File: src/sre_pkg.sv
`default_nettype none
package sre_pkg;

  localparam int MAX_ROW_WIDTH_DEF = 4096;
  localparam int MAX_ROWS_DEF      = 4096;

  localparam int CFG_W   = 13;
  localparam int THR_W   = 8;
  localparam int COLOR_W = 8;
  localparam int ROW_W   = 12;
  localparam int START_W = 12;
  localparam int LEN_W   = 13;

  localparam logic [THR_W-1:0] GRAY_THRESHOLD_RST = 8'd192;
  localparam logic [CFG_W-1:0] MIN_RUN_LENGTH_RST = 13'd8;
  localparam logic [CFG_W-1:0] ROW_WIDTH_RST      = 13'd4096;
  localparam logic [CFG_W-1:0] ROW_COUNT_RST      = 13'd4096;

  typedef enum logic [1:0] {
    REG_GRAY_THRESHOLD = 2'd0,
    REG_MIN_RUN_LENGTH = 2'd1,
    REG_ROW_WIDTH      = 2'd2,
    REG_ROW_COUNT      = 2'd3
  } cfg_idx_t;

  // First member lands in the top bits, so the row sits lowest.
  typedef struct packed {
    logic [LEN_W-1:0]   run_length;
    logic [START_W-1:0] run_start;
    logic [ROW_W-1:0]   run_row;
  } run_t;

  // Weighted luma: (11*r + 16*g + 5*b) / 32; the sum fits in 13 bits.
  function automatic logic [COLOR_W-1:0] gray_of(input logic [COLOR_W-1:0] r,
                                                 input logic [COLOR_W-1:0] g,
                                                 input logic [COLOR_W-1:0] b);
    logic [12:0] sum;
    sum = 13'(r) * 13'd11 + 13'(g) * 13'd16 + 13'(b) * 13'd5;
    return sum[12:5];
  endfunction

endpackage
`default_nettype wire

File: src/sre_luma.sv
`default_nettype none
module sre_luma (
  input  wire logic                             clk,
  input  wire logic                             rst,
  input  wire logic                             load,
  input  wire logic                             drain,
  input  wire logic [sre_pkg::COLOR_W-1:0]      red,
  input  wire logic [sre_pkg::COLOR_W-1:0]      green,
  input  wire logic [sre_pkg::COLOR_W-1:0]      blue,
  input  wire logic [sre_pkg::THR_W-1:0]        gray_threshold,
  output logic                                  pix_valid,
  output logic                                  light
);

  logic [sre_pkg::COLOR_W-1:0] red_q;
  logic [sre_pkg::COLOR_W-1:0] green_q;
  logic [sre_pkg::COLOR_W-1:0] blue_q;

  always_ff @(posedge clk) begin
    if (rst) begin
      pix_valid <= 1'b0;
    end else if (load) begin
      pix_valid <= 1'b1;
    end else if (drain) begin
      pix_valid <= 1'b0;
    end
  end

  always_ff @(posedge clk) begin
    if (load) begin
      red_q   <= red;
      green_q <= green;
      blue_q  <= blue;
    end
  end

  assign light = sre_pkg::gray_of(red_q, green_q, blue_q) > gray_threshold;

endmodule
`default_nettype wire

File: src/sre_run_tracker.sv
`default_nettype none
module sre_run_tracker #(
  parameter int MAX_ROW_WIDTH = sre_pkg::MAX_ROW_WIDTH_DEF,
  parameter int MAX_ROWS      = sre_pkg::MAX_ROWS_DEF
) (
  input  wire logic                         clk,
  input  wire logic                         rst,
  input  wire logic                         step,
  input  wire logic                         light,
  input  wire logic [sre_pkg::CFG_W-1:0]    min_run_length,
  input  wire logic [sre_pkg::CFG_W-1:0]    row_width,
  input  wire logic [sre_pkg::CFG_W-1:0]    row_count,
  output logic                              emit,
  output sre_pkg::run_t                     run
);

  localparam int CW  = $clog2(MAX_ROW_WIDTH);
  localparam int XW  = CW + 1;
  localparam int RW  = (MAX_ROWS > 1) ? $clog2(MAX_ROWS) : 1;
  localparam int RXW = RW + 1;

  logic [CW-1:0] column_index;
  logic [RW-1:0] row_index;
  logic          in_light_run;
  logic [CW-1:0] light_run_start;

  logic [CW-1:0] column_index_next;
  logic [RW-1:0] row_index_next;
  logic          in_light_run_next;
  logic [CW-1:0] light_run_start_next;

  logic [XW-1:0]  width_eff;
  logic [31:0]    rows_eff;
  logic [XW-1:0]  col_inc;
  logic [RXW-1:0] row_inc;
  logic [XW-1:0]  len;
  logic [CW-1:0]  start_sel;

  // Out-of-range widths and counts are pulled into their legal ranges.
  always_comb begin
    if (row_width == '0) begin
      width_eff = XW'(1);
    end else if (32'(row_width) > 32'(MAX_ROW_WIDTH)) begin
      width_eff = XW'(MAX_ROW_WIDTH);
    end else begin
      width_eff = XW'(row_width);
    end
    if (row_count == '0) begin
      rows_eff = 32'd1;
    end else if (32'(row_count) > 32'(MAX_ROWS)) begin
      rows_eff = 32'(MAX_ROWS);
    end else begin
      rows_eff = 32'(row_count);
    end
  end

  always_comb begin
    column_index_next    = column_index;
    row_index_next       = row_index;
    in_light_run_next    = in_light_run;
    light_run_start_next = light_run_start;
    len                  = '0;
    emit                 = 1'b0;
    start_sel            = light_run_start;
    col_inc              = {1'b0, column_index} + XW'(1);
    row_inc              = {1'b0, row_index} + RXW'(1);

    if (in_light_run) begin
      if (!light) begin
        in_light_run_next = 1'b0;
        len  = {1'b0, column_index} - {1'b0, light_run_start};
        emit = 32'(len) >= 32'(min_run_length);
      end
    end else if (light) begin
      in_light_run_next    = 1'b1;
      light_run_start_next = column_index;
    end

    if (col_inc >= width_eff) begin
      // The row closes here; a run still open ends with the row. A run that
      // opens on this very pixel starts at the current column.
      if (in_light_run_next) begin
        len       = col_inc - {1'b0, light_run_start_next};
        emit      = 32'(len) >= 32'(min_run_length);
        start_sel = light_run_start_next;
      end
      in_light_run_next    = 1'b0;
      light_run_start_next = '0;
      column_index_next    = '0;
      row_index_next       = (32'(row_inc) >= rows_eff) ? '0 : RW'(row_inc);
    end else begin
      column_index_next = CW'(col_inc);
    end
  end

  always_comb begin
    run.run_row    = sre_pkg::ROW_W'(row_index);
    run.run_start  = sre_pkg::START_W'(start_sel);
    run.run_length = sre_pkg::LEN_W'(len);
  end

  always_ff @(posedge clk) begin
    if (rst) begin
      column_index    <= '0;
      row_index       <= '0;
      in_light_run    <= 1'b0;
      light_run_start <= '0;
    end else if (step) begin
      column_index    <= column_index_next;
      row_index       <= row_index_next;
      in_light_run    <= in_light_run_next;
      light_run_start <= light_run_start_next;
    end
  end

endmodule
`default_nettype wire

File: src/sre_out_buf.sv
`default_nettype none
module sre_out_buf (
  input  wire logic          clk,
  input  wire logic          rst,
  input  wire logic          push,
  input  wire sre_pkg::run_t din,
  output logic               full,
  output logic               out_valid,
  input  wire logic          out_ready,
  output sre_pkg::run_t      dout
);

  sre_pkg::run_t entry [2];
  logic          wr_ptr;
  logic          rd_ptr;
  logic [1:0]    count;
  logic          pop;

  assign pop       = out_valid && out_ready;
  assign out_valid = (count != 2'd0);
  assign full      = (count == 2'd2);
  assign dout      = entry[rd_ptr];

  always_ff @(posedge clk) begin
    if (push) begin
      entry[wr_ptr] <= din;
    end
  end

  always_ff @(posedge clk) begin
    if (rst) begin
      wr_ptr <= 1'b0;
      rd_ptr <= 1'b0;
      count  <= 2'd0;
    end else begin
      if (push) begin
        wr_ptr <= ~wr_ptr;
      end
      if (pop) begin
        rd_ptr <= ~rd_ptr;
      end
      if (push && !pop) begin
        count <= count + 2'd1;
      end else if (pop && !push) begin
        count <= count - 2'd1;
      end
    end
  end

endmodule
`default_nettype wire

File: src/scanline_run_extractor.sv
// A result beat is offered once the pixel register has stepped the pixel beat closing
// its run into the result buffer; a full result buffer can hold that step back.
// Throughput: one pixel per clock, sustained while the result side keeps up.
// The two-entry result buffer absorbs up to two runs while the result side stalls.
// Reset (rst, synchronous, active high) clears the column and row counters, the open
// run and the result buffer, and loads the default register values.
`default_nettype none
module scanline_run_extractor #(
  parameter int MAX_ROW_WIDTH = sre_pkg::MAX_ROW_WIDTH_DEF,
  parameter int MAX_ROWS      = sre_pkg::MAX_ROWS_DEF
) (
  input  wire logic                       clk,
  input  wire logic                       rst,
  // Pixel stream.
  input  wire logic                       s_tvalid,
  output logic                            s_tready,
  input  wire logic [23:0]                s_tdata,   // red[7:0], green[15:8], blue[23:16]
  // Run stream.
  output logic                            m_tvalid,
  input  wire logic                       m_tready,
  output logic [39:0]                     m_tdata,   // run_row[11:0], run_start[23:12],
                                                     // run_length[36:24], zero[39:37]
  // Register writes.
  input  wire logic                       cfg_we,
  input  wire logic [1:0]                 cfg_index,
  input  wire logic [sre_pkg::CFG_W-1:0]  cfg_data
);

  // Configuration registers. Writes must land only while the block is idle; the block itself does not enforce this.
  logic [sre_pkg::THR_W-1:0] gray_threshold;
  logic [sre_pkg::CFG_W-1:0] min_run_length;
  logic [sre_pkg::CFG_W-1:0] row_width;
  logic [sre_pkg::CFG_W-1:0] row_count;

  always_ff @(posedge clk) begin
    if (rst) begin
      gray_threshold <= sre_pkg::GRAY_THRESHOLD_RST;
      min_run_length <= sre_pkg::MIN_RUN_LENGTH_RST;
      row_width      <= sre_pkg::ROW_WIDTH_RST;
      row_count      <= sre_pkg::ROW_COUNT_RST;
    end else if (cfg_we) begin
      case (sre_pkg::cfg_idx_t'(cfg_index))
        sre_pkg::REG_GRAY_THRESHOLD: gray_threshold <= cfg_data[sre_pkg::THR_W-1:0];
        sre_pkg::REG_MIN_RUN_LENGTH: min_run_length <= cfg_data;
        sre_pkg::REG_ROW_WIDTH:      row_width      <= cfg_data;
        sre_pkg::REG_ROW_COUNT:      row_count      <= cfg_data;
        default: ;
      endcase
    end
  end

  // The pixel register holds one beat. It is processed on the edge at which the
  // result buffer has room, or at once when the pixel closes no reported run.
  // The ready decision looks only at registered state, so the result side's
  // ready never reaches the pixel side's ready.
  logic          pix_valid;
  logic          light;
  logic          emit;
  logic          buf_full;
  logic          step;
  logic          accept;
  sre_pkg::run_t run;
  sre_pkg::run_t run_out;

  assign step     = pix_valid && (!emit || !buf_full);
  assign s_tready = !pix_valid || step;
  assign accept   = s_tvalid && s_tready;

  sre_luma u_luma (
    .clk            (clk),
    .rst            (rst),
    .load           (accept),
    .drain          (step),
    .red            (s_tdata[7:0]),
    .green          (s_tdata[15:8]),
    .blue           (s_tdata[23:16]),
    .gray_threshold (gray_threshold),
    .pix_valid      (pix_valid),
    .light          (light)
  );

  // Column and row counters and the open run; decides whether a run closes.
  sre_run_tracker #(
    .MAX_ROW_WIDTH (MAX_ROW_WIDTH),
    .MAX_ROWS      (MAX_ROWS)
  ) u_tracker (
    .clk            (clk),
    .rst            (rst),
    .step           (step),
    .light          (light),
    .min_run_length (min_run_length),
    .row_width      (row_width),
    .row_count      (row_count),
    .emit           (emit),
    .run            (run)
  );

  // Results wait here until the downstream side takes them.
  sre_out_buf u_out_buf (
    .clk       (clk),
    .rst       (rst),
    .push      (step && emit),
    .din       (run),
    .full      (buf_full),
    .out_valid (m_tvalid),
    .out_ready (m_tready),
    .dout      (run_out)
  );

  assign m_tdata = {3'b000, run_out};

endmodule
`default_nettype wire

File: config.mk
export PLATFORM = sky130hd
export DESIGN_NAME = scanline_run_extractor
export DESIGN_NICKNAME = d
export VERILOG_FILES = /design/src/sre_pkg.sv /design/src/sre_luma.sv /design/src/sre_run_tracker.sv /design/src/sre_out_buf.sv /design/src/scanline_run_extractor.sv
export SDC_FILE = /design/constraint.sdc
export NUM_CORES = 1
export LEC_CHECK = 0
export ABC_CLOCK_PERIOD_IN_PS = 12170
export BUFFER_PORTS_ARGS = -buffer_cell sky130_fd_sc_hd__clkbuf_2
export CAP_MARGIN = 40
export CORE_ASPECT_RATIO = 1.4
export CORE_MARGIN = 1
export CORE_UTILIZATION = 30
export DETAILED_ROUTE_END_ITERATION = 8
export MAX_ROUTING_LAYER = met4
export PLACE_DENSITY = 0.53
export SETUP_SLACK_MARGIN = 0.1
export SYNTH_ARGS = -nofsm -noshare
export SYNTH_HDL_FRONTEND = slang
export SYNTH_HIERARCHICAL = 1
export SYNTH_SLANG_ARGS = --single-unit
File: constraint.sdc
create_clock -name clk -period 12.17 [get_ports clk]
set_clock_uncertainty 0.2 [all_clocks]
set_input_delay 1.8255 -clock clk [delete_from_list [all_inputs] [get_ports clk]]
set_output_delay 1.8255 -clock clk [all_outputs]
set_load 0.01 [all_outputs]
Word level (Yosys, flattened, before mapping)
Memory sizes are Yosys's and may differ from the RTL's. A register that Yosys moved wholly into a read port is not among the register bits.
Cells that the tools add are included.

operators by class
  $add $sub $neg = 8
  multiply operators = 2
  $lt $le $gt $ge = 7
  equality and inequality tests = 4
  mux-type cells = 29
  bitwise operators = 2
  reduce and logical (&&, ||, !) cells = 24

operator list
  cell                   count
  $mux 13                7
  $mux 12                7
  $ge 13x13->1           3
  $ge 13x32->1           1
  $mux 32                1
  $add 12x1->13 const B  2
  $gt 13x13->1 const B   2
  $logic_not 13->1       2
  $add 12x12->13         1
  $add 13x11->13         1
  $sub 12x12->13         1
  $sub 13x12->13         1
  $mul 8x4->12 const B   1
  $mux 1                 12
  $mul 8x3->11 const B   1
  $reduce_and 2->1       5
  $gt 8x8->1             1
  $eq 2x2->1 const B     3
  $logic_and 1x1->1      6
  $reduce_bool 2->1      3
  $logic_not 1->1        5
  $mux 2                 2
  $add 2x1->2 const B    1
  $eq 2x1->1 const B     1
  4 further kinds        6

word-level totals
  bits in registers = 113
  RAM bits = 74
  bits of input ports = 44
  output and inout port bits = 42
  logic and storage cells = 92
  memories kept = 1

memory list
  name             words  width  read ports  clocked after memory_dff  wr ports  line               source
  u_out_buf.entry  2      37     1           1                         1         sre_out_buf.sv:13  sre_pkg::run_t entry [2];

Depth between registers and ports, before layout
Gate-level depths: netlist of run 1.

  depth after elaboration = 18
  depth in mapped cells = 46
  depth with buffers taken out = 43

Cells and area by module
Netlist of run 1, hierarchy kept.

modules (own cells, without submodules)
  module                  instances  cells each  area an instance (µm²)  sequential area each (µm²)
  sre_run_tracker         1          591         4673.2                  740.7
  sre_out_buf             1          137         2889.0                  2322.2
  sre_luma                1          179         2204.6                  740.7
  scanline_run_extractor  1          186         1948.1                  940.9

Worst setup path after synthesis of run 1
OpenSTA, ideal clock, no wires.

  kind = register to register
  start = register u_luma/red_q[4] in the netlist's numbering
  end = memory u_out_buf/entry[0][0] in the netlist's numbering (enable)
  setup time = 0.436 ns
  data arrival time = 9.707 ns
  required time = 11.534 ns
  setup slack = 1.827 ns
  stages on the path, launching flop included = 39
  buffers on the path = 2
  period minus slack after synthesis = 10.343 ns
  cells stage by stage = edfxtp_1 -> ha_1 -> fa_1 -> fa_1 -> inv_1 -> fa_1 -> inv_1 -> ha_1 -> a21o_1 -> a311oi_1 -> nor2_1 -> a311oi_2 -> xnor2_1 -> ha_1 -> nand4_1 -> nor2_1 -> o31ai_1 -> nor2b_1 -> [... 3 more ...] -> a21oi_1 -> inv_1 -> fa_1 -> inv_1 -> a21oi_1 -> a211o_1 -> a31oi_1 -> o21ai_1 -> a21oi_1 -> xor2_1 -> ha_1 -> nand4_1 -> o21ai_0 -> a21oi_1 -> o32ai_1 -> nand2_1 -> nor2_1 -> nor2b_1

between the ends
  longest elaborated chain between the ends = 16
  elaborated cells between the ends (all ways) = 19
  classes of those cells = add/sub (3); mul (1); order compare (2); mux (9); reduce/logical (4)

RTL lines
  what                            line                           source
  start: declaration              sre_luma.sv:15                 logic [sre_pkg::COLOR_W-1:0] red_q;
  start signal: assignment        sre_luma.sv:31                 red_q <= red;
  $mul 8x4->12 *                  sre_pkg.sv:38                  sum = 13'(r) * 13'd11 + 13'(g) * 13'd16 + 13'(b) * 13'd5;
  $add 12x12->13 *                sre_pkg.sv:38
  $add 13x11->13 *                sre_pkg.sv:38
  $gt 8x8->1 *                    sre_luma.sv:37                 assign light = sre_pkg::gray_of(red_q, green_q, blue_q) > gray_threshold;
  via light                       scanline_run_extractor.sv:57   logic light;
  $mux 12                         sre_run_tracker.sv:74          end else if (light) begin
  $mux 12                         sre_run_tracker.sv:68          if (in_light_run) begin
  $sub 13x12->13                  sre_run_tracker.sv:83          len = col_inc - {1'b0, light_run_start_next};
  [... 2 more ...]                --
  $mux 1 *                        sre_run_tracker.sv:79          if (col_inc >= width_eff) begin
  via emit                        scanline_run_extractor.sv:58   logic emit;
  $logic_not 1->1                 scanline_run_extractor.sv:65   assign step = pix_valid && (!emit || !buf_full);
  $logic_or 1x1->1                scanline_run_extractor.sv:65
  $logic_and 1x1->1               scanline_run_extractor.sv:65
  $logic_and 1x1->1 *             scanline_run_extractor.sv:102  .push (step && emit),
  $mux 1 *                        sre_out_buf.sv:25              if (push) begin
  $mux 1 (implied by the code) *  sre_out_buf.sv:26              entry[wr_ptr] <= din;
  end: declaration                sre_out_buf.sv:13

The timed path passes the listed nets; every way through them passes the cells marked *.

Final worst setup path of run 1
  start = register u_luma/red_q[4] in the netlist's numbering
  end = output port s_tready

between the ends
  longest elaborated chain between the ends = 14
  elaborated cells between the ends (all ways) = 17
  classes of those cells = add/sub (3); mul (1); order compare (2); mux (7); reduce/logical (4)

RTL lines
  what                 line                          source
  $mul 8x4->12 *       sre_pkg.sv:38
  $add 12x12->13 *     sre_pkg.sv:38
  $add 13x11->13 *     sre_pkg.sv:38
  $gt 8x8->1 *         sre_luma.sv:37
  via light            scanline_run_extractor.sv:57
  $mux 12              sre_run_tracker.sv:74
  $mux 12              sre_run_tracker.sv:68
  $sub 13x12->13       sre_run_tracker.sv:83
  $ge 13x13->1         sre_run_tracker.sv:84         emit = 32'(len) >= 32'(min_run_length);
  $mux 1               sre_run_tracker.sv:82         if (in_light_run_next) begin
  $mux 1 *             sre_run_tracker.sv:79
  via emit             scanline_run_extractor.sv:58
  $logic_not 1->1 *    scanline_run_extractor.sv:65
  $logic_or 1x1->1 *   scanline_run_extractor.sv:65
  $logic_and 1x1->1 *  scanline_run_extractor.sv:65
  $logic_or 1x1->1 *   scanline_run_extractor.sv:66  assign s_tready = !pix_valid || step;
  end: declaration     scanline_run_extractor.sv:16  output logic s_tready,

Marked as above.

==> qor.csv, run 1 <==
stage,metric,value,unit
run_status,status,"complete, no violations",
yosys,synthTopCellsByCount,"116 x ha_1, 98 x edfxtp_1, 90 x dfxtp_1, 80 x inv_1, 68 x nand2_1",
worst_hold_path,hp-class,reg -> reg,
clocking,clockBufferDepth,2,
layout,syn_to_final_growth,14.0,%
global_route,grt_usage,15.1,%
routing,drc,0,
global_route,grt_max_degree,47,
routing,drt_iter0_markers,405,
critical_path,crit_slowest_cell,fa_1,
global_route,grt_remaining_overflow,0,
timing,post-route-period-util,92.6,%
power_and_ir_drop,p_leak,5.51,nW
critical_path,cp_data_arrival_time,9.25,ns
layout,fin_nets,1358,
power_and_ir_drop,power,1.98,mW
yosys,yosysUniqueCellTypes,78,
timing,slew_headroom,41.4,%
placed_design,hpwl,21.8,mm
critical_path,path_class,reg -> out,
floorplan,die_w,169,µm
yosys,synth.most_common_cell,ha_1,
yosys,synth_top_area_share,25.1,%
placed_design,dpl_cell_area,0.0127,mm²
yosys,async_reset_ff_share,0,%
timing,tightestPinTransition,0.878,ns
clocking,cts_max_level,4,
timing,hold_violations,0,
yosys,ys_seq_area_share,40.5,%
job,cap_violations,0,
routing,drt_wl_total,28.0,mm
critical_path,cp_max_fo,25,
layout,drive_gt1_share,17.0,%
placed_design,io_buffer_count,82,
timing,rsz0062_at_grt,no,
clocking,cts.clk_slew.worst_paths,0.07,ns
yosys,synthTopCellsByArea,"edfxtp_1 25%, dfxtp_1 15%, ha_1 12%, mux2i_1 5.1%, fa_1 4.6%",
floorplan,coreArea,0.0385,mm²
layout,layout.cells.non_filler,1706,
critical_path,slowest_delay,0.55,ns
placed_design,globalplace.congestion,0.843,
layout,fin_area,0.0134,mm²
routing,wl_per_cell,16.4,µm
routing,ant_nets,0,
clocking,root_buffer,clkbuf_16,
clocking,cts_hold_buf,0,
routing,dr_total_vias,8138,
placed_design,dp.cells,1674,
global_route,grt_pass1_wl,44.8,mm
timing,drv_slew,0,
timing,layout_min_cycle_time,11.27,ns
yosys,synth_ff_type,edfxtp_1,
clocking,cts_buffers,17,
critical_path,path_delay_family,adder cells,
placed_design,place_ws,1.29,ns
timing,fmax,88.7,MHz
clocking,cts.sinks,188,
global_route,antenna_found_initial,0,
yosys,synthesis.instances,1093,
yosys,yosysTopAreaCell,edfxtp_1,
floorplan,die_y,236,µm
critical_path,timing.critical_path.buf_inv,8,
critical_path,critPathLaunchType,flop,
routing,firstDrtPassIters,5,
clocking,cts_tree,yes,
layout,n_antenna_cell,0,
timing,setup_tns,0,ns
timing,layout_setup_ws,0.896,ns
floorplan,std_cell_rows,85,
clocking,insertion_delay,0.46,ns
power_and_ir_drop,p_per_area,148,mW/mm²
timing,whs,0.253,ns
yosys,synth-edff-count,98,
layout,nFillCells,3917,
yosys,avgSynthCellArea,10.7,µm²
floorplan,io_pins,86,
routing,viasPerCell,4.77,
yosys,ys.warnings.count,6,
yosys,syn_area,0.0117,mm²
critical_path,endpoint_kind,primary output,
floorplan,die-area,0.0399,mm²
yosys,synth-seq-cells,188,
layout,utilization,34.7,%
global_route,grt_pass1_vias,8301,
floorplan,start_util,30.4,%
power_and_ir_drop,ir_drop,92.4,µV
timing,setup_viol,0,
critical_path,cp.required,10.14,ns
-- worst reg2reg max path, delay by kind of cell (launching register included) --
family,cells,cell delay (ns)
fa+ha+maj,8,3.22
simple gates,7,1.09
compound gates,18,3.55
buf+inv,9,1.52
flops,1,0.46
xor+xnor,2,0.36
-- metal layers --
metal | GRT usage, % | vias to the layer above | routed length [µm]
li1 | - | 4075 | -
met1 | 16.2 | 3905 | 11200
met2 | 27.2 | 117 | 15100
met3 | 2.40 | 41 | 723
met4 | 6.85 | 0 | 1030
met5 | - | - | 0
-- report_power, final --
group | internal (mW) | total, mW | switching, mW
clock | 0.311 | 0.569 | 0.258
sequential | 0.684 | 0.700 | 0.0160
combinational | 0.301 | 0.713 | 0.412
-- repair_timing --
action / 4_1_cts / 5_1_grt
endpoints found under the setup margin: 0 / 1
gates resized for setup: 0 / 1
buffers inserted: 0 / 0
-- layout by cell type (no fill, tap or decap), types with 4 or more instances in the layout --
cell,count
a31oi_1,10
inv_1,80
nand4_1,4
nand3b_1,8
o21a_1,7
xor2_1,24
o21ai_1,4
nor3_1,11
o21ai_0,42
mux2i_1,60
nor2b_1,6
nand2b_1,65
ha_1,116
nor3b_1,9
nor2_1,51
o21ai_2,10
inv_6,6
and3_1,14
a32o_1,26
a21o_1,13
nand3_1,21
nor4_1,4
buf_4,12
clkbuf_2,82
mux2_2,38
fa_1,27
a21oi_1,40
nand2_1,68
clkbuf_16,19
xnor2_1,28
edfxtp_1,98
or3_1,7
a211oi_1,5
and2_1,5
dfxtp_1,89
-- cells by family (layout without fill, tap and decap cells) --
logic type / Yosys count / count (layout) / synth area share, %
buf+inv: 122 / 211 / 4.41
mux: 98 / 98 / 8.78
simple gates: 289 / 289 / 13.1
xor+xnor: 54 / 54 / 4.17
other cells: 1 / 3 / 0.0320
compound gates: 197 / 197 / 11.9
flops: 188 / 188 / 40.5
fa+ha+maj: 144 / 144 / 17.1
-- flip-flops by register name (all words and copies together), names as in the netlist, named ones only --
signal and count:
u_luma/red_q 8, u_tracker/row_index 12, u_out_buf/count 2, u_tracker/light_run_start 12, u_out_buf/wr_ptr 1, u_tracker/column_index 12
u_tracker/in_light_run 1, u_luma/green_q 8, min_run_length 13, u_luma/blue_q 8, u_out_buf/rd_ptr 1, row_width 13
u_luma/pix_valid 1, row_count 13, u_out_buf/entry 74, gray_threshold 8
-- worst paths after layout --
kind / startpoint / endpoint / slack (ns) / depth (start not counted)
worst min register to register: u_tracker/light_run_start[10]$_SDFFE_PP0P_ / u_tracker/light_run_start[10]$_SDFFE_PP0P_ / 0.25 / 2
worst max-delay path: u_luma/red_q[4]$_DFFE_PP_ / s_tready / 0.90 / 39
worst min-delay path: u_tracker/light_run_start[10]$_SDFFE_PP0P_ / u_tracker/light_run_start[10]$_SDFFE_PP0P_ / 0.25 / 2
worst max register to register: u_luma/red_q[4]$_DFFE_PP_ / u_tracker/row_index[9]$_SDFFE_PP0P_ / 1.73 / 44
-- area by class of cell --
type	instances	area, µm²	area share [%]
clock buffers	19	475	3.56
clock inverters	13	125	0.937
inverters	82	308	2.30
multi-input cells	785	6480	48.6
flip-flops and latches	188	4750	35.5
well taps	522	653	4.89
repair buffers	97	563	4.22
(Power assumes the default switching activity.)
==> inputs of run 2 (changes only) <==
--- a/config.mk
+++ b/config.mk
@@ -12,8 +12,10 @@
 export CORE_MARGIN = 1
 export CORE_UTILIZATION = 30
 export DETAILED_ROUTE_END_ITERATION = 8
+export GPL_TIMING_DRIVEN = 0
 export MAX_ROUTING_LAYER = met4
 export PLACE_DENSITY = 0.53
+export REMOVE_ABC_BUFFERS = 1
 export SETUP_SLACK_MARGIN = 0.1
 export SYNTH_ARGS = -nofsm -noshare
 export SYNTH_HDL_FRONTEND = slang
==> run 2 against run 1 <==
Compared with the run above: clock power increased by 0.9%; hold slack improved by 0.0049 ns; final cell count is 0.12% lower; first-iteration DRC count up 2.0%; count of clock-buffer cells in the layout did not move; setup slack worse by 0.29 ns; wire length down 2.2%; non-clock buffer count decreased by 2; sequential share of layout area down 0.25 points; die area unchanged; power is 2.2% higher; largest power group unchanged.
==> qor.csv, run 2 (same netlist as run 1, synthesis figures left out) <==
stage,metric,value,unit,change
placed_design,globalplace.congestion,0.864,,+2.5%
layout,drive_gt1_share,16.9,%,-0.056 points
critical_path,timing.critical_path.buf_inv,6,,-2
critical_path,path_class,reg -> out,,
layout,fin_area,0.0135,mm²,+0.72%
critical_path,rrSetupSlack,1.22,ns,-0.51 ns
clocking,clockBufferDepth,2,,unchanged
floorplan,io_pins,86,,unchanged
layout,final_cell_mix,"116 x ha_1, 98 x edfxtp_1, 89 x dfxtp_1",,
clocking,cts.sinks,188,,unchanged
placed_design,dp.cells,1672,,-0.12%
timing,drv_slew,0,,unchanged
routing,wl_per_cell,16.1,µm,-2.1%
clocking,cts_buffers,17,,unchanged
timing,tightestPinTransition,0.843,ns,-0.0349 ns
layout,syn_to_final_growth,14.8,%,
global_route,grt_usage,14.7,%,-0.46 points
critical_path,path_delay_family,adder cells,,
floorplan,coreArea,0.0385,mm²,unchanged
run_status,status,"complete, no violations",,
timing,setup_viol,0,,unchanged
clocking,insertion_delay,0.46,ns,about the same
timing,post-route-period-util,95.0,%,+2.4 points
floorplan,die-area,0.0399,mm²,unchanged
critical_path,endpoint_kind,primary output,,
critical_path,crit_slowest_cell,fa_1,,
clocking,cts_hold_buf,0,,unchanged
timing,hold_violations,0,,unchanged
layout,layout.cells.non_filler,1704,,-0.12%
critical_path,cp_data_arrival_time,9.54,ns,+0.29 ns
power_and_ir_drop,p_per_area,151,mW/mm²,+1.5%
layout,regMostFlops,u_out_buf/entry,,
routing,dr_total_vias,8202,,+0.79%
power_and_ir_drop,p_leak,5.52,nW,+0.22%
timing,rsz0062_at_grt,no,,
clocking,cts.clk_slew.worst_paths,0.07,ns,about the same
floorplan,die_w,169,µm,unchanged
global_route,antenna_found_initial,0,,unchanged
clocking,cts_tree,yes,,
global_route,grt_remaining_overflow,0,,unchanged
critical_path,slowest_delay,0.54,ns,about the same
worst_hold_path,hp-class,reg -> reg,,
layout,final_common_cell,ha_1,,
routing,viasPerCell,4.81,,+0.90%
routing,firstDrtPassIters,5,,unchanged
critical_path,cp.required,10.14,ns,about the same
placed_design,hpwl,21.4,mm,-1.9%
timing,fmax,86.5,MHz,-2.5%
routing,drt_iter0_markers,413,,+2.0%
global_route,grt_pass1_wl,43.8,mm,-2.1%
timing,layout_min_cycle_time,11.57,ns,+0.293 ns
floorplan,std_cell_rows,85,,unchanged
placed_design,io_buffer_count,82,,unchanged
global_route,grt_max_degree,91,,+94%
routing,ant_nets,0,,unchanged
clocking,root_buffer,clkbuf_16,,
placed_design,dpl_cell_area,0.0128,mm²,+0.56%
layout,fin_nets,1356,,-0.15%
job,cap_violations,0,,unchanged
clocking,cts_max_level,4,,unchanged
routing,drc,0,,unchanged
power_and_ir_drop,ir_drop,102,µV,+11%
layout,largest_reg_flops,74,,unchanged
floorplan,start_util,30.4,%,unchanged
routing,drt_wl_total,27.4,mm,-2.2%
critical_path,cp_max_fo,10,,-60%
critical_path,critPathLaunchType,flop,,
timing,slew_headroom,43.0,%,+1.6 points
global_route,grt_pass1_vias,8257,,-0.53%
floorplan,die_y,236,µm,unchanged
layout,utilization,34.9,%,+0.25 points
timing,whs,0.258,ns,+0.00492 ns
layout,n_antenna_cell,0,,unchanged
==> run 2: changes by cell type in the layout (fill, tap and decap cells not counted), sizes merged <==
cell,before,now
buf,15,13
bufinv,2,0
clkinv,4,6
clkinvlp,1,0
inv,88,89
==> run 2: metrics by stage <==
stage	TNS (ns)	power, mW	setup WS (ns)
4_1_cts	0	2.04	0.340
3_5_place_dp	0	1.45	0.871
2_1_floorplan	0	1.22	0.713
6_report	0	2.02	0.603
5_1_grt	0	2.16	0.107
3_3_place_gp	-244.87	1.41	-3.01
==> run 2: what timing repair did <==
item / 4_1_cts / 5_1_grt
gates resized for setup: 0 / 3
setup buffers: 0 / 0
endpoints found under the hold margin: 0 / 0
setup endpoints to repair: 0 / 1
==> run 2: routing by layer <==
metal	routed length [µm]	GRT usage, %	vias up	share of wire, %
li1	-	-	4083	-
met2	14400	26.1	108	53
met3	615	2.20	33	2.2
met4	736	5.84	0	2.7
met5	0	-	-	0
met1	11600	16.3	3978	42
==> run 2: report_power, final <==
group / total, mW / switching [mW] / internal (mW) / leakage, nW
combinational: 0.742 / 0.424 / 0.318 / 3.57
clock: 0.574 / 0.281 / 0.293 / 0.302
sequential: 0.708 / 0.0248 / 0.683 / 1.65
==> run 2: tightest hold or removal path: stages, from the launching register on <==
cell	delay (ns)
dfxtp_1	0.33
nand2_1	0.06
o21ai_2	0.04
==> run 2: final timing paths <==
check	endpoint	startpoint	cells past startpoint
worst min register to register	u_tracker/light_run_start[10]$_SDFFE_PP0P_	u_tracker/light_run_start[10]$_SDFFE_PP0P_	2
worst min-delay path	u_tracker/light_run_start[10]$_SDFFE_PP0P_	u_tracker/light_run_start[10]$_SDFFE_PP0P_	2
worst max register to register	u_tracker/row_index[2]$_SDFFE_PP0P_	u_luma/blue_q[5]$_DFFE_PP_	42
worst max-delay path	s_tready	u_luma/blue_q[5]$_DFFE_PP_	37
==> run 2: area by class of cell <==
| cell class | count | area (µm²) |
|---|---|---|
| clock buffers | 19 | 464 |
| fillers | 3922 | 25000 |
| repair buffers | 95 | 628 |
| clock inverters | 13 | 144 |
| well taps | 522 | 653 |
| multi-input cells | 785 | 6510 |
| flip-flops and latches | 188 | 4750 |
| inverters | 82 | 308 |
==> inputs of run 3 (changes only) <==
--- a/config.mk
+++ b/config.mk
@@ -15,7 +15,6 @@
 export GPL_TIMING_DRIVEN = 0
 export MAX_ROUTING_LAYER = met4
 export PLACE_DENSITY = 0.53
-export REMOVE_ABC_BUFFERS = 1
 export SETUP_SLACK_MARGIN = 0.1
 export SYNTH_ARGS = -nofsm -noshare
 export SYNTH_HDL_FRONTEND = slang
==> run 3 against run 2 <==
Compared with the run above: utilization grew 0.18 points; power is 0.21% higher; sequential share of layout area decreased by 0.19 points; global-route usage up 1.0 points; clock power is 1% higher; critical path depth grew 1; setup slack better by 0.16 ns; hold slack got worse by 0.0016 ns; non-clock buffer count rose by 31; via count is 0.96% higher; combinational power grew 0.8%; wire length rose by 6.3%; critical path type unchanged; largest cell class unchanged; highest routed layer unchanged.
==> qor.csv, run 3 (same netlist as run 1, synthesis figures left out) <==
stage,metric,value,unit,change
run_status,status,"complete, no violations",,
power_and_ir_drop,p_per_area,150,mW/mm²,-0.29%
floorplan,std_cell_rows,85,,unchanged
clocking,clockBufferDepth,2,,unchanged
timing,rsz0062_at_grt,no,,
placed_design,globalplace.congestion,0.884,,+2.3%
critical_path,timing.critical_path.buf_inv,7,,+1
layout,multi_input_area,0.00651,mm²,about the same
layout,final_cell_mix,"116 x ha_1, 98 x edfxtp_1, 90 x dfxtp_1",,
clocking,cts.clk_slew.worst_paths,0.07,ns,about the same
critical_path,cp_max_fo,16,,+6
worst_hold_path,hp-class,reg -> reg,,
placed_design,hpwl,23.2,mm,+8.5%
routing,firstDrtPassIters,5,,unchanged
power_and_ir_drop,power_frac_seq,34.5,%,-0.5 points
critical_path,endpoint_kind,primary output,,
global_route,antenna_found_initial,0,,unchanged
worst_hold_path,holdPathEnd,u_tracker/light_run_start[9]$_SDFFE_PP0P_,,
critical_path,slowest_delay,0.54,ns,about the same
routing,drt_iter0_markers,370,,-10%
critical_path,ff2ff_path_depth,44,,+4.8%
clocking,cts.sinks,188,,unchanged
global_route,grt_pass1_vias,8661,,+4.9%
power_and_ir_drop,p_sw,0.720,mW,-1.4%
floorplan,die-area,0.0399,mm²,unchanged
routing,drt_wl_total,29.2,mm,+6.3%
power_and_ir_drop,cellInternalPower,1.31,mW,+1.1%
timing,post-route-period-util,93.7,%,-1.4 points
layout,n_antenna_cell,0,,unchanged
routing,ant_nets,0,,unchanged
timing,slew_headroom,36.2,%,-6.9 points
worst_hold_path,hold_start,u_tracker/light_run_start[9]$_SDFFE_PP0P_,,
critical_path,critPathLaunchType,flop,,
global_route,grt_max_degree,26,,-71%
floorplan,die_y,236,µm,unchanged
layout,syn_to_final_growth,15.4,%,
routing,dr_total_vias,8281,,+0.96%
critical_path,r2r-end,u_tracker/row_index[10]$_SDFFE_PP0P_,,
power_and_ir_drop,clock_power_share,28.6,%,+0.2 points
critical_path,path_delay_family,adder cells,,
layout,final_common_cell,ha_1,,
floorplan,coreArea,0.0385,mm²,unchanged
layout,regMostFlops,u_out_buf/entry,,
floorplan,start_util,30.4,%,unchanged
timing,layout_setup_ws,0.768,ns,+0.164 ns
timing,hold_violations,0,,unchanged
layout,area.sequential,0.00474,mm²,about the same
routing,wl_per_cell,16.8,µm,+4.4%
power_and_ir_drop,combPwrFrac,36.9,%,+0.2 points
global_route,grt_usage,15.7,%,+1.0 points
global_route,grt_pass1_wl,46.3,mm,+5.7%
layout,nFillCells,3949,,+0.69%
power_and_ir_drop,p_leak,5.58,nW,+0.99%
critical_path,reg2reg_from,u_luma/blue_q[5]$_DFFE_PP_,,
job,cap_violations,0,,unchanged
timing,fmax,87.7,MHz,+1.4%
timing,setup_tns,0,ns,unchanged
power_and_ir_drop,sw_frac_of_total,35.5,%,-0.59 points
clocking,root_buffer,clkbuf_16,,
layout,drive_gt1_share,17.5,%,+0.56 points
clocking,cts_buffers,17,,unchanged
critical_path,crit_slowest_cell,fa_1,,
critical_path,cp_data_arrival_time,9.38,ns,-0.16 ns
clocking,cts_max_level,4,,unchanged
layout,largest_reg_flops,74,,unchanged
global_route,grt_remaining_overflow,0,,unchanged
floorplan,die_w,169,µm,unchanged
critical_path,path_class,reg -> out,,
clocking,cts_tree,yes,,
timing,setup_viol,0,,unchanged
routing,drc,0,,unchanged
placed_design,place_ws,0.412,ns,-0.458 ns
clocking,cts_setup_buffers,0,,unchanged
clocking,insertion_delay,0.46,ns,about the same
floorplan,io_pins,86,,unchanged
power_and_ir_drop,ir_drop,115,µV,+12%
timing,layout_min_cycle_time,11.40,ns,-0.164 ns
timing,drv_slew,0,,unchanged
critical_path,rrSetupSlack,1.16,ns,-0.06 ns
layout,fin_nets,1387,,+2.3%
critical_path,cp.required,10.14,ns,about the same
timing,whs,0.256,ns,-0.00161 ns
routing,viasPerCell,4.77,,-0.84%
worst_hold_path,hold_depth,2,,unchanged
timing,tightestPinTransition,0.933,ns,+0.0898 ns
placed_design,io_buffer_count,82,,unchanged
[run 3: area by class of cell]
cell class	count	share of cell area, %
Buffer	39	1.56
Clock buffer	18	3.17
Clock inverter	14	1.27
Inverter	82	2.28
Multi-Input combinational cell	785	48.2
Sequential cell	188	35.1
Tap cell	522	4.83
Timing Repair Buffer	87	3.63
[run 3: how the worst max path moves through the flow]
stage	startpoint	end	slack, ns	depth (start not counted)
4_1_cts	u_luma/blue_q[5]$_DFFE_PP_	s_tready	0.11	37
5_1_grt	u_luma/blue_q[5]$_DFFE_PP_	s_tready	0.07	38
3_5_place_dp	u_luma/blue_q[5]$_DFFE_PP_	s_tready	0.41	36
2_1_floorplan	u_luma/red_q[4]$_DFFE_PP_	u_out_buf/entry[0][0]$_DFFE_PP_	1.83	38
3_3_place_gp	u_luma/blue_q[5]$_DFFE_PP_	u_out_buf/entry[0][35]$_DFFE_PP_	-1.79	36
6_report	u_luma/blue_q[5]$_DFFE_PP_	s_tready	0.77	38
[run 3: repair_timing]
action	4_1_cts	5_1_grt
hold buffers	0	0
gates resized for setup	1	10
setup endpoints to repair	1	10
pin swaps	0	2
[run 3: worst register-to-register path, delay by kind of cell, from the launching register on]
family,cells,cell delay (ns)
compound gates,19,4.23
xor+xnor,2,0.39
fa+ha+maj,8,3.26
buf+inv,9,1.68
flops,1,0.44
simple gates,6,0.69
[run 3: routing by layer]
layer	GRT usage (%)	wire, µm	up-vias
li1	-	-	4144
met1	17.0	11900	3980
met2	28.0	15500	117
met3	2.15	691	40
met4	7.64	1090	0
met5	-	0	-
[run 3: metrics by stage]
| step | total power, mW | utilization [%] | cells | cell area, µm² |
|---|---|---|---|---|
| final | 2.03 | 35.1 | 1735 | 13500 |
| after global routing | 2.17 | 35.1 | 1735 | 13500 |
| after CTS | 2.05 | 35.0 | 1736 | 13500 |
| after detailed placement | 1.46 | 33.4 | 1704 | 12900 |
| after floorplan | 1.25 | - | 1095 | 11700 |
| after global placement | 1.44 | 33.2 | 1699 | 12800 |
[run 3: power groups by stage]
| stage | sequential, mW | clock (mW) | combinational, mW |
|---|---|---|---|
| 6_report | 0.700 | 0.581 | 0.748 |
| 5_1_grt | 0.703 | 0.622 | 0.848 |
| 4_1_cts | 0.700 | 0.603 | 0.751 |
| 3_5_place_dp | 0.715 | 0 | 0.742 |
| 3_3_place_gp | 0.715 | 0 | 0.727 |
| 2_1_floorplan | 0.708 | 0 | 0.538 |
